`config.mk`:
```
export PLATFORM = sky130hd
export DESIGN_NAME = bounded_list_with_positional_delete_flat
export DESIGN_NICKNAME = d
export VERILOG_FILES = /design/src/rtl/blist_pkg.sv /design/src/rtl/blist_if.sv /design/src/rtl/blist_slot.sv /design/src/rtl/blist_mem.sv /design/src/rtl/blist_ctrl.sv /design/src/rtl/bounded_list_with_positional_delete.sv /design/src/flat_wrapper.sv
export SDC_FILE = /design/constraint.sdc
export NUM_CORES = 1
export LEC_CHECK = 0
export BUFFER_PORTS_ARGS = -buffer_cell sky130_fd_sc_hd__buf_4
export CORE_AREA = 2 2 211 213
export DETAILED_ROUTE_END_ITERATION = 10
export DIE_AREA = 0 0 213 215
export PLACE_DENSITY = 0.8
export RECOVER_POWER = 25
export SYNTH_ARGS = -nofsm -noshare
export SYNTH_HDL_FRONTEND = slang
export SYNTH_SLANG_ARGS = --single-unit
```
`constraint.sdc`:
```
create_clock -name clk_i -period 6.1 [get_ports clk_i]
set_input_delay 0.61 -clock clk_i [delete_from_list [all_inputs] [get_ports clk_i]]
set_output_delay 0.61 -clock clk_i [all_outputs]
set_load 0.1 [all_outputs]
```
`src/rtl/blist_pkg.sv`:
```
`timescale 1ns / 1ps

package blist_pkg;

  localparam int unsigned DefDepth = 16;
  localparam int unsigned OutLimit = 16;
  localparam int unsigned DataW    = 32;
  localparam int unsigned PosW     = 4;

  typedef enum logic [1:0] {
    FUNC_APPEND = 2'd0,
    FUNC_INSERT = 2'd1,
    FUNC_DELETE = 2'd2,
    FUNC_DUMP   = 2'd3
  } func_e;

  typedef enum logic [2:0] {
    ST_DONE  = 3'd0,
    ST_FULL  = 3'd1,
    ST_NONE  = 3'd2,
    ST_ELEM  = 3'd3,
    ST_EMPTY = 3'd4
  } status_e;

  typedef struct packed {
    status_e                   status;
    logic signed [DataW-1:0]   element;
    logic                      last;
  } res_t;

endpackage

```
`src/rtl/blist_if.sv`:
```
`timescale 1ns / 1ps

interface blist_in_if;
  logic                                    valid;
  logic                                    ready;
  blist_pkg::func_e                        func;
  logic signed [blist_pkg::DataW-1:0]      value;
  logic        [blist_pkg::PosW-1:0]       position;

  modport source (output valid, func, value, position, input ready);
  modport sink   (input valid, func, value, position, output ready);
endinterface

interface blist_out_if;
  logic                                    valid;
  logic                                    ready;
  blist_pkg::status_e                      status;
  logic signed [blist_pkg::DataW-1:0]      element;
  logic                                    last;

  modport source (output valid, status, element, last, input ready);
  modport sink   (input valid, status, element, last, output ready);
endinterface

```
`src/rtl/blist_slot.sv`:
```
`timescale 1ns / 1ps

module blist_slot #(
  parameter int unsigned DEPTH = blist_pkg::DefDepth
) (
  input  logic [$clog2(DEPTH)-1:0] front_i,
  input  logic [$clog2(DEPTH)-1:0] offset_i,
  output logic [$clog2(DEPTH)-1:0] slot_o
);
  import blist_pkg::*;

  localparam int unsigned AW = $clog2(DEPTH);

  logic [AW:0] sum;

  // front + offset is below twice the depth: one compare and subtract wraps it
  assign sum = {1'b0, front_i} + {1'b0, offset_i};

  always_comb begin
    if (sum >= (AW+1)'(DEPTH)) begin
      slot_o = AW'(sum - (AW+1)'(DEPTH));
    end else begin
      slot_o = sum[AW-1:0];
    end
  end

endmodule

```
`src/rtl/blist_mem.sv`:
```
`timescale 1ns / 1ps

module blist_mem #(
  parameter int unsigned DEPTH = blist_pkg::DefDepth
) (
  input  logic                              clk_i,
  input  logic                              we_i,
  input  logic [$clog2(DEPTH)-1:0]          waddr_i,
  input  logic signed [blist_pkg::DataW-1:0] wdata_i,
  input  logic                              re_i,
  input  logic [$clog2(DEPTH)-1:0]          raddr_i,
  output logic signed [blist_pkg::DataW-1:0] rdata_o
);
  import blist_pkg::*;

  logic signed [DataW-1:0] mem_q [DEPTH];
  logic signed [DataW-1:0] rdata_q;

  always_ff @(posedge clk_i) begin
    if (we_i) begin
      mem_q[waddr_i] <= wdata_i;
    end
  end

  // hold read data until the next read
  always_ff @(posedge clk_i) begin
    if (re_i) begin
      rdata_q <= mem_q[raddr_i];
    end
  end

  assign rdata_o = rdata_q;

endmodule

```
`src/rtl/blist_ctrl.sv`:
```
`timescale 1ns / 1ps

module blist_ctrl #(
  parameter int unsigned DEPTH = blist_pkg::DefDepth
) (
  input  logic                               clk_i,
  input  logic                               rst_ni,
  input  logic                               in_valid_i,
  output logic                               in_ready_o,
  input  blist_pkg::func_e                   func_i,
  input  logic signed [blist_pkg::DataW-1:0] value_i,
  input  logic [blist_pkg::PosW-1:0]         position_i,
  output logic                               res_valid_o,
  output blist_pkg::res_t                    res_o,
  input  logic                               out_free_i
);
  import blist_pkg::*;

  localparam int unsigned AW   = $clog2(DEPTH);
  localparam int unsigned CW   = $clog2(DEPTH + 1);
  localparam int unsigned CmpW = (CW > 5) ? CW : 5;

  typedef enum logic [4:0] {
    S_IDLE  = 5'b00001,
    S_EXEC  = 5'b00010,
    S_SHIFT = 5'b00100,
    S_DUMP  = 5'b01000,
    S_RESP  = 5'b10000
  } state_e;

  state_e                  state_q, state_d;
  func_e                   func_q;
  logic signed [DataW-1:0] value_q;
  logic [PosW-1:0]         pos_q;
  logic [CW-1:0]           count_q, count_d;
  logic [AW-1:0]           front_q, front_d;
  logic [CW-1:0]           k_q, k_d;
  logic [CW-1:0]           n_q, n_d;
  logic [AW-1:0]           last_slot_q, last_slot_d;
  logic [AW-1:0]           wr_slot_q, wr_slot_d;
  logic                    pend_q, pend_d;
  status_e                 status_q, status_d;

  logic [AW-1:0]           offset;
  logic [AW-1:0]           slot;
  logic                    full;
  logic                    del_miss;
  logic                    issue;
  logic                    emit;
  logic                    mem_we;
  logic [AW-1:0]           mem_waddr;
  logic signed [DataW-1:0] mem_wdata;
  logic                    mem_re;
  logic signed [DataW-1:0] mem_rdata;

  blist_slot #(.DEPTH(DEPTH)) u_slot (
    .front_i  (front_q),
    .offset_i (offset),
    .slot_o   (slot)
  );

  blist_mem #(.DEPTH(DEPTH)) u_mem (
    .clk_i   (clk_i),
    .we_i    (mem_we),
    .waddr_i (mem_waddr),
    .wdata_i (mem_wdata),
    .re_i    (mem_re),
    .raddr_i (slot),
    .rdata_o (mem_rdata)
  );

  assign in_ready_o = (state_q == S_IDLE);
  assign full       = (count_q == CW'(DEPTH));
  assign del_miss   = (CmpW'(pos_q) >= CmpW'(count_q));
  // dump: read ahead while the fetched word can move on this cycle
  assign emit       = pend_q && out_free_i;
  assign issue      = (k_q < n_q) && (!pend_q || out_free_i);

  always_comb begin
    state_d      = state_q;
    count_d      = count_q;
    front_d      = front_q;
    k_d          = k_q;
    n_d          = n_q;
    last_slot_d  = last_slot_q;
    wr_slot_d    = wr_slot_q;
    pend_d       = pend_q;
    status_d     = status_q;
    offset       = k_q[AW-1:0];
    mem_we       = 1'b0;
    mem_waddr    = slot;
    mem_wdata    = value_q;
    mem_re       = 1'b0;
    res_valid_o  = 1'b0;
    res_o.status  = status_q;
    res_o.element = '0;
    res_o.last    = 1'b1;

    unique case (state_q)
      S_IDLE: begin
        if (in_valid_i) begin
          state_d = S_EXEC;
        end
      end
      S_EXEC: begin
        case (func_q) inside
          FUNC_APPEND, FUNC_INSERT: begin
            offset = (func_q == FUNC_APPEND) ? count_q[AW-1:0] : AW'(DEPTH - 1);
            if (full) begin
              status_d = ST_FULL;
            end else begin
              mem_we   = 1'b1;
              count_d  = count_q + CW'(1);
              status_d = ST_DONE;
              if (func_q == FUNC_INSERT) begin
                front_d = slot;
              end
            end
            state_d = S_RESP;
          end
          FUNC_DELETE: begin
            offset = AW'(pos_q);
            if (del_miss) begin
              status_d = ST_NONE;
              state_d  = S_RESP;
            end else begin
              last_slot_d = slot;
              k_d         = CW'(pos_q) + CW'(1);
              pend_d      = 1'b0;
              state_d     = S_SHIFT;
            end
          end
          default: begin
            if (count_q == '0) begin
              status_d = ST_EMPTY;
              state_d  = S_RESP;
            end else begin
              k_d     = '0;
              pend_d  = 1'b0;
              n_d     = (CmpW'(count_q) > CmpW'(OutLimit)) ? CW'(OutLimit) : count_q;
              state_d = S_DUMP;
            end
          end
        endcase
      end
      S_SHIFT: begin
        // move the word read last cycle one place toward the front
        mem_we    = pend_q;
        mem_waddr = wr_slot_q;
        mem_wdata = mem_rdata;
        pend_d    = 1'b0;
        if (k_q < count_q) begin
          mem_re      = 1'b1;
          pend_d      = 1'b1;
          wr_slot_d   = last_slot_q;
          last_slot_d = slot;
          k_d         = k_q + CW'(1);
        end else begin
          count_d  = count_q - CW'(1);
          status_d = ST_DONE;
          state_d  = S_RESP;
        end
      end
      S_DUMP: begin
        res_o.status  = ST_ELEM;
        res_o.element = mem_rdata;
        res_o.last    = (k_q == n_q);
        res_valid_o   = emit;
        if (issue) begin
          mem_re = 1'b1;
          k_d    = k_q + CW'(1);
        end
        pend_d = issue || (pend_q && !out_free_i);
        if (emit && (k_q == n_q)) begin
          state_d = S_IDLE;
        end
      end
      S_RESP: begin
        res_valid_o = out_free_i;
        if (out_free_i) begin
          state_d = S_IDLE;
        end
      end
      default: begin
        state_d = S_IDLE;
      end
    endcase
  end

  always_ff @(posedge clk_i or negedge rst_ni) begin
    if (!rst_ni) begin
      state_q <= S_IDLE;
      count_q <= '0;
      front_q <= '0;
      pend_q  <= 1'b0;
    end else begin
      state_q <= state_d;
      count_q <= count_d;
      front_q <= front_d;
      pend_q  <= pend_d;
    end
  end

  always_ff @(posedge clk_i) begin
    k_q         <= k_d;
    n_q         <= n_d;
    last_slot_q <= last_slot_d;
    wr_slot_q   <= wr_slot_d;
    status_q    <= status_d;
    if (in_valid_i && in_ready_o) begin
      func_q  <= func_i;
      value_q <= value_i;
      pos_q   <= position_i;
    end
  end

endmodule

```
`src/rtl/bounded_list_with_positional_delete.sv`:
```
// channel | dir | fields                      | handshake
// in_i    | in  | func, value, position        | valid/ready
// out_o   | out | status, element, last        | valid/ready
//
// Append and insert pass through the execute and response states to the status word.
// Delete moves each element behind the deleted position one place toward the front,
// one at a time through the one read port and one write port of the element store.
// Dump gives one word per cycle while the output is free, at most 16 words.
// Reset clears the count and front pointer; the store needs no clearing pass.
// A stalled output holds its word; a dump pauses until it drains.
`timescale 1ns / 1ps

module bounded_list_with_positional_delete #(
  parameter int unsigned DEPTH = blist_pkg::DefDepth
) (
  input  logic        clk_i,
  input  logic        rst_ni,
  blist_in_if.sink    in_i,
  blist_out_if.source out_o
);
  import blist_pkg::*;

  logic ctrl_res_valid;
  res_t ctrl_res;
  logic ctrl_in_ready;
  logic out_free;
  logic out_valid_q;
  res_t out_q;

  assign out_free = !out_valid_q || out_o.ready;

  blist_ctrl #(.DEPTH(DEPTH)) u_ctrl (
    .clk_i       (clk_i),
    .rst_ni      (rst_ni),
    .in_valid_i  (in_i.valid),
    .in_ready_o  (ctrl_in_ready),
    .func_i      (in_i.func),
    .value_i     (in_i.value),
    .position_i  (in_i.position),
    .res_valid_o (ctrl_res_valid),
    .res_o       (ctrl_res),
    .out_free_i  (out_free)
  );

  assign in_i.ready = ctrl_in_ready;

  // output register: load a new word when empty or when the held one is taken
  always_ff @(posedge clk_i or negedge rst_ni) begin
    if (!rst_ni) begin
      out_valid_q <= 1'b0;
    end else if (ctrl_res_valid) begin
      out_valid_q <= 1'b1;
    end else if (out_o.ready) begin
      out_valid_q <= 1'b0;
    end
  end

  always_ff @(posedge clk_i) begin
    if (ctrl_res_valid) begin
      out_q <= ctrl_res;
    end
  end

  assign out_o.valid   = out_valid_q;
  assign out_o.status  = out_q.status;
  assign out_o.element = out_q.element;
  assign out_o.last    = out_q.last;

  a_no_overwrite: assert property (@(posedge clk_i) disable iff (!rst_ni)
    ctrl_res_valid |-> (!out_valid_q || out_o.ready))
    else $error("result loaded over a pending output word");

  a_busy_while_result: assert property (@(posedge clk_i) disable iff (!rst_ni)
    !(ctrl_in_ready && ctrl_res_valid))
    else $error("input ready while a result is produced");

  a_dump_continues: assert property (@(posedge clk_i) disable iff (!rst_ni)
    (ctrl_res_valid && !ctrl_res.last) |=> !ctrl_in_ready)
    else $error("new item taken before the dump finished");

  a_accept_busy: assert property (@(posedge clk_i) disable iff (!rst_ni)
    (in_i.valid && in_i.ready) |=> !in_i.ready)
    else $error("input ready right after acceptance");

endmodule
```
`src/flat_wrapper.sv`:
```
// flat-port wrapper written by rule: the top's interface ports become plain ports
module bounded_list_with_positional_delete_flat import blist_pkg::*;
#(
  parameter int unsigned DEPTH = blist_pkg::DefDepth
)
  (clk_i, rst_ni, in_i_valid, in_i_func, in_i_value, in_i_position, in_i_ready, out_o_valid, out_o_status, out_o_element, out_o_last, out_o_ready);
  blist_in_if in_i_i ();
  blist_out_if out_o_i ();
  input  logic clk_i;
  input  logic rst_ni;
  input wire logic [$bits(in_i_i.valid)-1:0] in_i_valid;
  input wire logic [$bits(in_i_i.func)-1:0] in_i_func;
  input wire logic [$bits(in_i_i.value)-1:0] in_i_value;
  input wire logic [$bits(in_i_i.position)-1:0] in_i_position;
  output wire logic [$bits(in_i_i.ready)-1:0] in_i_ready;
  output wire logic [$bits(out_o_i.valid)-1:0] out_o_valid;
  output wire logic [$bits(out_o_i.status)-1:0] out_o_status;
  output wire logic [$bits(out_o_i.element)-1:0] out_o_element;
  output wire logic [$bits(out_o_i.last)-1:0] out_o_last;
  input wire logic [$bits(out_o_i.ready)-1:0] out_o_ready;
  assign in_i_i.valid = in_i_valid;
  assign in_i_i.func = in_i_func;
  assign in_i_i.value = in_i_value;
  assign in_i_i.position = in_i_position;
  assign in_i_ready = in_i_i.ready;
  assign out_o_valid = out_o_i.valid;
  assign out_o_status = out_o_i.status;
  assign out_o_element = out_o_i.element;
  assign out_o_last = out_o_i.last;
  assign out_o_i.ready = out_o_ready;
  bounded_list_with_positional_delete #(.DEPTH(DEPTH)) u_core (.clk_i(clk_i), .rst_ni(rst_ni), .in_i(in_i_i), .out_o(out_o_i));
endmodule
```
==> impl_summary.log <==
INFO  metric hold-worst-slack = 0.224 ns
INFO  metric layout.filler_cells = 2705
INFO  metric seq_area_frac_synth = 0.757
INFO  metric timing.critical_path.to_type = flip-flop
INFO  metric numPortBuffers = 79
INFO  metric fp.dieArea = 45800 um^2
INFO  metric dp_worst_setup_slack = 1.34 ns
INFO  metric clockRootBuffer = sky130_fd_sc_hd__clkbuf_16
INFO  metric timing.final.max_slew_violations = 79
INFO  metric core_area = 43600 um^2
INFO  metric post-route-cell-area = 29300 um^2
INFO  metric gpl.final_weighted_congestion = 0.866
INFO  metric synth_cell_type_count = 57
INFO  metric post_drt_via_cell_ratio = 6.32
INFO  metric run_status = complete, but fails checks
INFO  metric ant_nets = 0
INFO  metric tritoncts = yes
INFO  metric drive_above_1_share = 0.213
INFO  metric regArea = 19600 um^2
INFO  metric totalNegativeSetupSlack = 0 ns
INFO  metric dpl_cell_area = 27400 um^2
INFO  metric place.detailed.instances = 1948
INFO  metric period_needed = 4.96 ns
INFO  metric dr_total_vias = 13063
INFO  metric post-cts-setup-buffer-count = 0
INFO  metric cts_hold_buf = 1
INFO  metric max_slew_margin_vs_limit = -0.825
INFO  metric synth.cell_area = 25900 um^2
INFO  metric cts-buffers-inserted = 67
INFO  metric crit_required = 6.37 ns
INFO  metric swShare = 0.301
INFO  metric htree_num_levels = 3
INFO  metric leakage = 9.98 nW
INFO  metric hold_viol_final = 0
INFO  metric clock.fmax = 0.202 GHz
INFO  metric number_of_antenna_violations_at_the_first_check_in_global_routing = 1
INFO  metric num_io_pins = 80
INFO  metric synthesis.nets = 1373
INFO  metric nNetsFinal = 1492
INFO  metric layout_setup_ws = 1.14 ns
INFO  metric endpoints_failing_setup = 0
INFO  metric max_slew.worst_pin.slew = 2.74 ns
INFO  metric rsz0062_at_grt = false
INFO  metric post-dp-hpwl = 29.0 mm
INFO  metric floorplan.initialDensity = 0.593
INFO  metric fin_util = 0.672
INFO  metric clk_path_buf_depth = 3
INFO  metric synth-async-reset-ratio = 0.0244
INFO  metric multi_input_comb_area = 6170 um^2
INFO  metric power_switching = 4.10 mW
INFO  metric timing.max_cap.violations = 3
INFO  metric count_of_flip_flops_with_a_built_in_enable_after_synthesis = 639
INFO  metric num_rows = 77
INFO  metric diodes = 0
INFO  metric grt_pass1_vias = 13657
INFO  metric p_per_area = 465 nW/um^2
INFO  metric gate_count_after_technology_mapping = 1307
INFO  metric clock_skew = 0.0184 ns
INFO  metric power.sequential.fraction = 0.408
INFO  metric grt.total_usage = 0.260
INFO  metric syn-mean-instance-area = 19.8 um^2
INFO  metric floorplan.die.width = 213 um
INFO  metric num_clock_sinks = 655
INFO  metric globalRoute.totalOverflow = 0
INFO  metric failed_checks = capacitance limit, slew limit
INFO  metric fp.dieH = 215 um
INFO  metric holdPathStages = 1
INFO  metric synth_seq_cells = 655
INFO  metric yosys_warnings = 0
INFO  metric r2r_cells = 12
INFO  metric critPathArrivalTime = 5.23 ns
INFO  metric first_pass_iters = 6
INFO  metric critPathMaxFanout = 19
INFO  metric cts_repair_resize_count = 0
INFO  metric detail_route.wl_per_cell = 27.8 um
INFO  metric finalPower = 13.6 mW
INFO  metric final_min_period_over_clock_period = 0.813
INFO  metric detail_route.drc_violations = 0
INFO  metric detailedRoute.firstIterationViolations = 1552
INFO  metric crit_type = reg -> reg
INFO  metric worst_ir_drop_vdd = 0.527 mV
INFO  metric pwr-share-clk = 0.281
INFO  metric cts.reportedPaths.clkPinSlew = 0.06 ns
INFO  metric grt_pass1_wl = 85.9 mm
INFO  metric routed_wl = 57.4 mm
INFO  metric maximum_number_of_pins_on_one_net_before_global_route_repair = 130
INFO  metric share_comb_of_total_power = 0.311
INFO  metric syn_to_final_growth = 13.3%
INFO  metric cell_internal_pwr = 9.53 mW
INFO  metric layoutNonFillerInstCount = 2067
INFO  metric hold_class = in -> reg
INFO  metric clock_insertion_delay_worst_skew = 0.58 ns
INFO  metric setup.worst_path.start_class = flip-flop
INFO  metric synth_flop_cell = sky130_fd_sc_hd__edfxtp_1
worst max-delay path, cell delays in order (launching register included):
cell and delay [ns]:
sky130_fd_sc_hd__dfrtp_1 0.45, sky130_fd_sc_hd__nor3_1 0.42, sky130_fd_sc_hd__nand2_1 0.21, sky130_fd_sc_hd__a21oi_1 0.30, sky130_fd_sc_hd__nor2_1 0.07, sky130_fd_sc_hd__a21oi_1 0.19, sky130_fd_sc_hd__ha_1 0.34, sky130_fd_sc_hd__a21o_1 0.19
sky130_fd_sc_hd__or3_1 0.38, sky130_fd_sc_hd__a211oi_2 0.38, sky130_fd_sc_hd__o21ai_0 0.47, sky130_fd_sc_hd__a21oi_4 0.92, sky130_fd_sc_hd__buf_4 0.34
routing by layer:
| layer | vias up | global-route usage | wire, um |
|---|---|---|---|
| met2 | 684 | 0.432 | 29300 |
| met1 | 6759 | 0.351 | 22000 |
| met4 | 0 | 0.0858 | 1470 |
| li1 | 5507 | - | - |
| met3 | 113 | 0.0491 | 4630 |
| met5 | - | 0 | 0 |
registers in the layout (all words and copies together) (netlist names):
name / cells
u_core.u_ctrl.u_mem.mem_q: 512
u_core.out_o.element: 32
u_core.u_ctrl.u_mem.rdata_o: 32
u_core.u_ctrl.value_q: 32
u_core.u_ctrl.count_q: 5
u_core.u_ctrl.k_q: 5
u_core.u_ctrl.n_q: 5
u_core.u_ctrl.state_q: 5
u_core.u_ctrl.front_q: 4
u_core.u_ctrl.last_slot_q: 4
u_core.u_ctrl.pos_q: 4
u_core.u_ctrl.wr_slot_q: 4
u_core.out_o.status: 3
u_core.u_ctrl.status_q: 3
u_core.u_ctrl.func_q: 2
u_core.out_o.last: 1
u_core.out_o.valid: 1
u_core.u_ctrl.pend_q: 1
layout make-up:
class | count | share of cell area
clock buffers | 90 | 0.0631
clock inverters | 28 | 0.00632
inverters | 18 | 0.00231
multi-input cells | 574 | 0.210
flip-flops and latches | 655 | 0.668
well taps | 592 | 0.0253
repair buffers | 110 | 0.0243
cells in the mapped netlist (2+ instances only):
cell,instances,area (um^2)
sky130_fd_sc_hd__edfxtp_1,639,19200
sky130_fd_sc_hd__mux4_2,128,2880
sky130_fd_sc_hd__nand2_1,116,435
sky130_fd_sc_hd__mux2i_1,102,1020
sky130_fd_sc_hd__clkbuf_1,38,143
sky130_fd_sc_hd__and3_1,36,225
sky130_fd_sc_hd__a21oi_1,30,150
sky130_fd_sc_hd__ha_1,22,275
sky130_fd_sc_hd__nor2_1,19,71.3
sky130_fd_sc_hd__inv_1,17,63.8
sky130_fd_sc_hd__buf_2,16,80.1
sky130_fd_sc_hd__o21ai_0,16,80.1
sky130_fd_sc_hd__dfrtp_1,15,375
sky130_fd_sc_hd__nand3_1,15,75.1
sky130_fd_sc_hd__nand2b_1,11,68.8
sky130_fd_sc_hd__xnor2_1,8,70.1
sky130_fd_sc_hd__nor2b_1,7,43.8
sky130_fd_sc_hd__a21o_1,5,37.5
sky130_fd_sc_hd__and2_1,4,25.0
sky130_fd_sc_hd__or3_1,4,25.0
sky130_fd_sc_hd__xor2_1,4,35.0
sky130_fd_sc_hd__a211oi_1,3,22.5
sky130_fd_sc_hd__buf_1,3,11.3
sky130_fd_sc_hd__buf_6,3,33.8
sky130_fd_sc_hd__mux2_2,3,33.8
sky130_fd_sc_hd__nor3_1,3,15.0
sky130_fd_sc_hd__a211o_1,2,17.5
sky130_fd_sc_hd__a211oi_2,2,25.0
sky130_fd_sc_hd__fa_1,2,40.0
sky130_fd_sc_hd__nand3b_1,2,15.0
sky130_fd_sc_hd__o211ai_1,2,15.0
sky130_fd_sc_hd__o21a_1,2,15.0
sky130_fd_sc_hd__o21bai_1,2,15.0
sky130_fd_sc_hd__o22ai_1,2,12.5
sky130_fd_sc_hd__or2_2,2,12.5
cell families (layout without fill, tap and decap cells):
group	after synthesis	after routing	share of synthesized area
flops	655	655	0.757
xor+xnor	12	12	0.00406
mux	233	233	0.152
simple gates	228	228	0.0426
fa+ha+maj	24	24	0.0122
buf+inv	78	246	0.0130
compound gates	77	77	0.0187
worst paths after layout:
path	from	end	slack (ns)
max	u_core.u_ctrl.state_q[3]$_DFFE_PN0P_	u_core.u_ctrl.u_mem.mem_q[13][24]$_DFFE_PP_	1.14
min reg2reg	u_core.u_ctrl.last_slot_q[3]$_DFFE_PP_	u_core.u_ctrl.wr_slot_q[3]$_DFFE_PP_	0.42
min	in_i_value[12]	u_core.u_ctrl.value_q[12]$_DFFE_PP_	0.22
max in group asynchronous	rst_ni	u_core.u_ctrl.state_q[3]$_DFFE_PN0P_	4.75
max reg2reg	u_core.u_ctrl.state_q[3]$_DFFE_PN0P_	u_core.u_ctrl.u_mem.mem_q[13][24]$_DFFE_PP_	1.14
min in group asynchronous	rst_ni	u_core.u_ctrl.pend_q$_DFFE_PN0P_	0.73
power groups by stage:
stage	Sequential, mW	Clock, mW	Combinational (mW)
finish	5.57	3.83	4.23
detailed placement	5.65	0	4.23
floorplan	5.68	0	3.17
global placement	5.64	0	4.09
CTS	5.56	3.88	4.30
global route	5.58	4.04	4.54
placed cells by master (no fill, tap or decap), types with 6 or more instances in the layout:
cell type / count
sky130_fd_sc_hd__a21oi_1: 14
sky130_fd_sc_hd__a21oi_4: 16
sky130_fd_sc_hd__and3_1: 36
sky130_fd_sc_hd__buf_4: 27
sky130_fd_sc_hd__clkbuf_1: 60
sky130_fd_sc_hd__clkbuf_16: 71
sky130_fd_sc_hd__clkbuf_4: 38
sky130_fd_sc_hd__clkinv_1: 14
sky130_fd_sc_hd__clkinv_2: 8
sky130_fd_sc_hd__dfrtp_1: 15
sky130_fd_sc_hd__edfxtp_1: 639
sky130_fd_sc_hd__ha_1: 22
sky130_fd_sc_hd__inv_1: 18
sky130_fd_sc_hd__mux2i_1: 102
sky130_fd_sc_hd__mux4_2: 128
sky130_fd_sc_hd__nand2_1: 115
sky130_fd_sc_hd__nand2b_1: 11
sky130_fd_sc_hd__nand3_1: 15
sky130_fd_sc_hd__nor2_1: 18
sky130_fd_sc_hd__nor2b_1: 6
sky130_fd_sc_hd__o21ai_0: 16
sky130_fd_sc_hd__xnor2_1: 8
No activity file was read; power rests on OpenSTA's default activity.
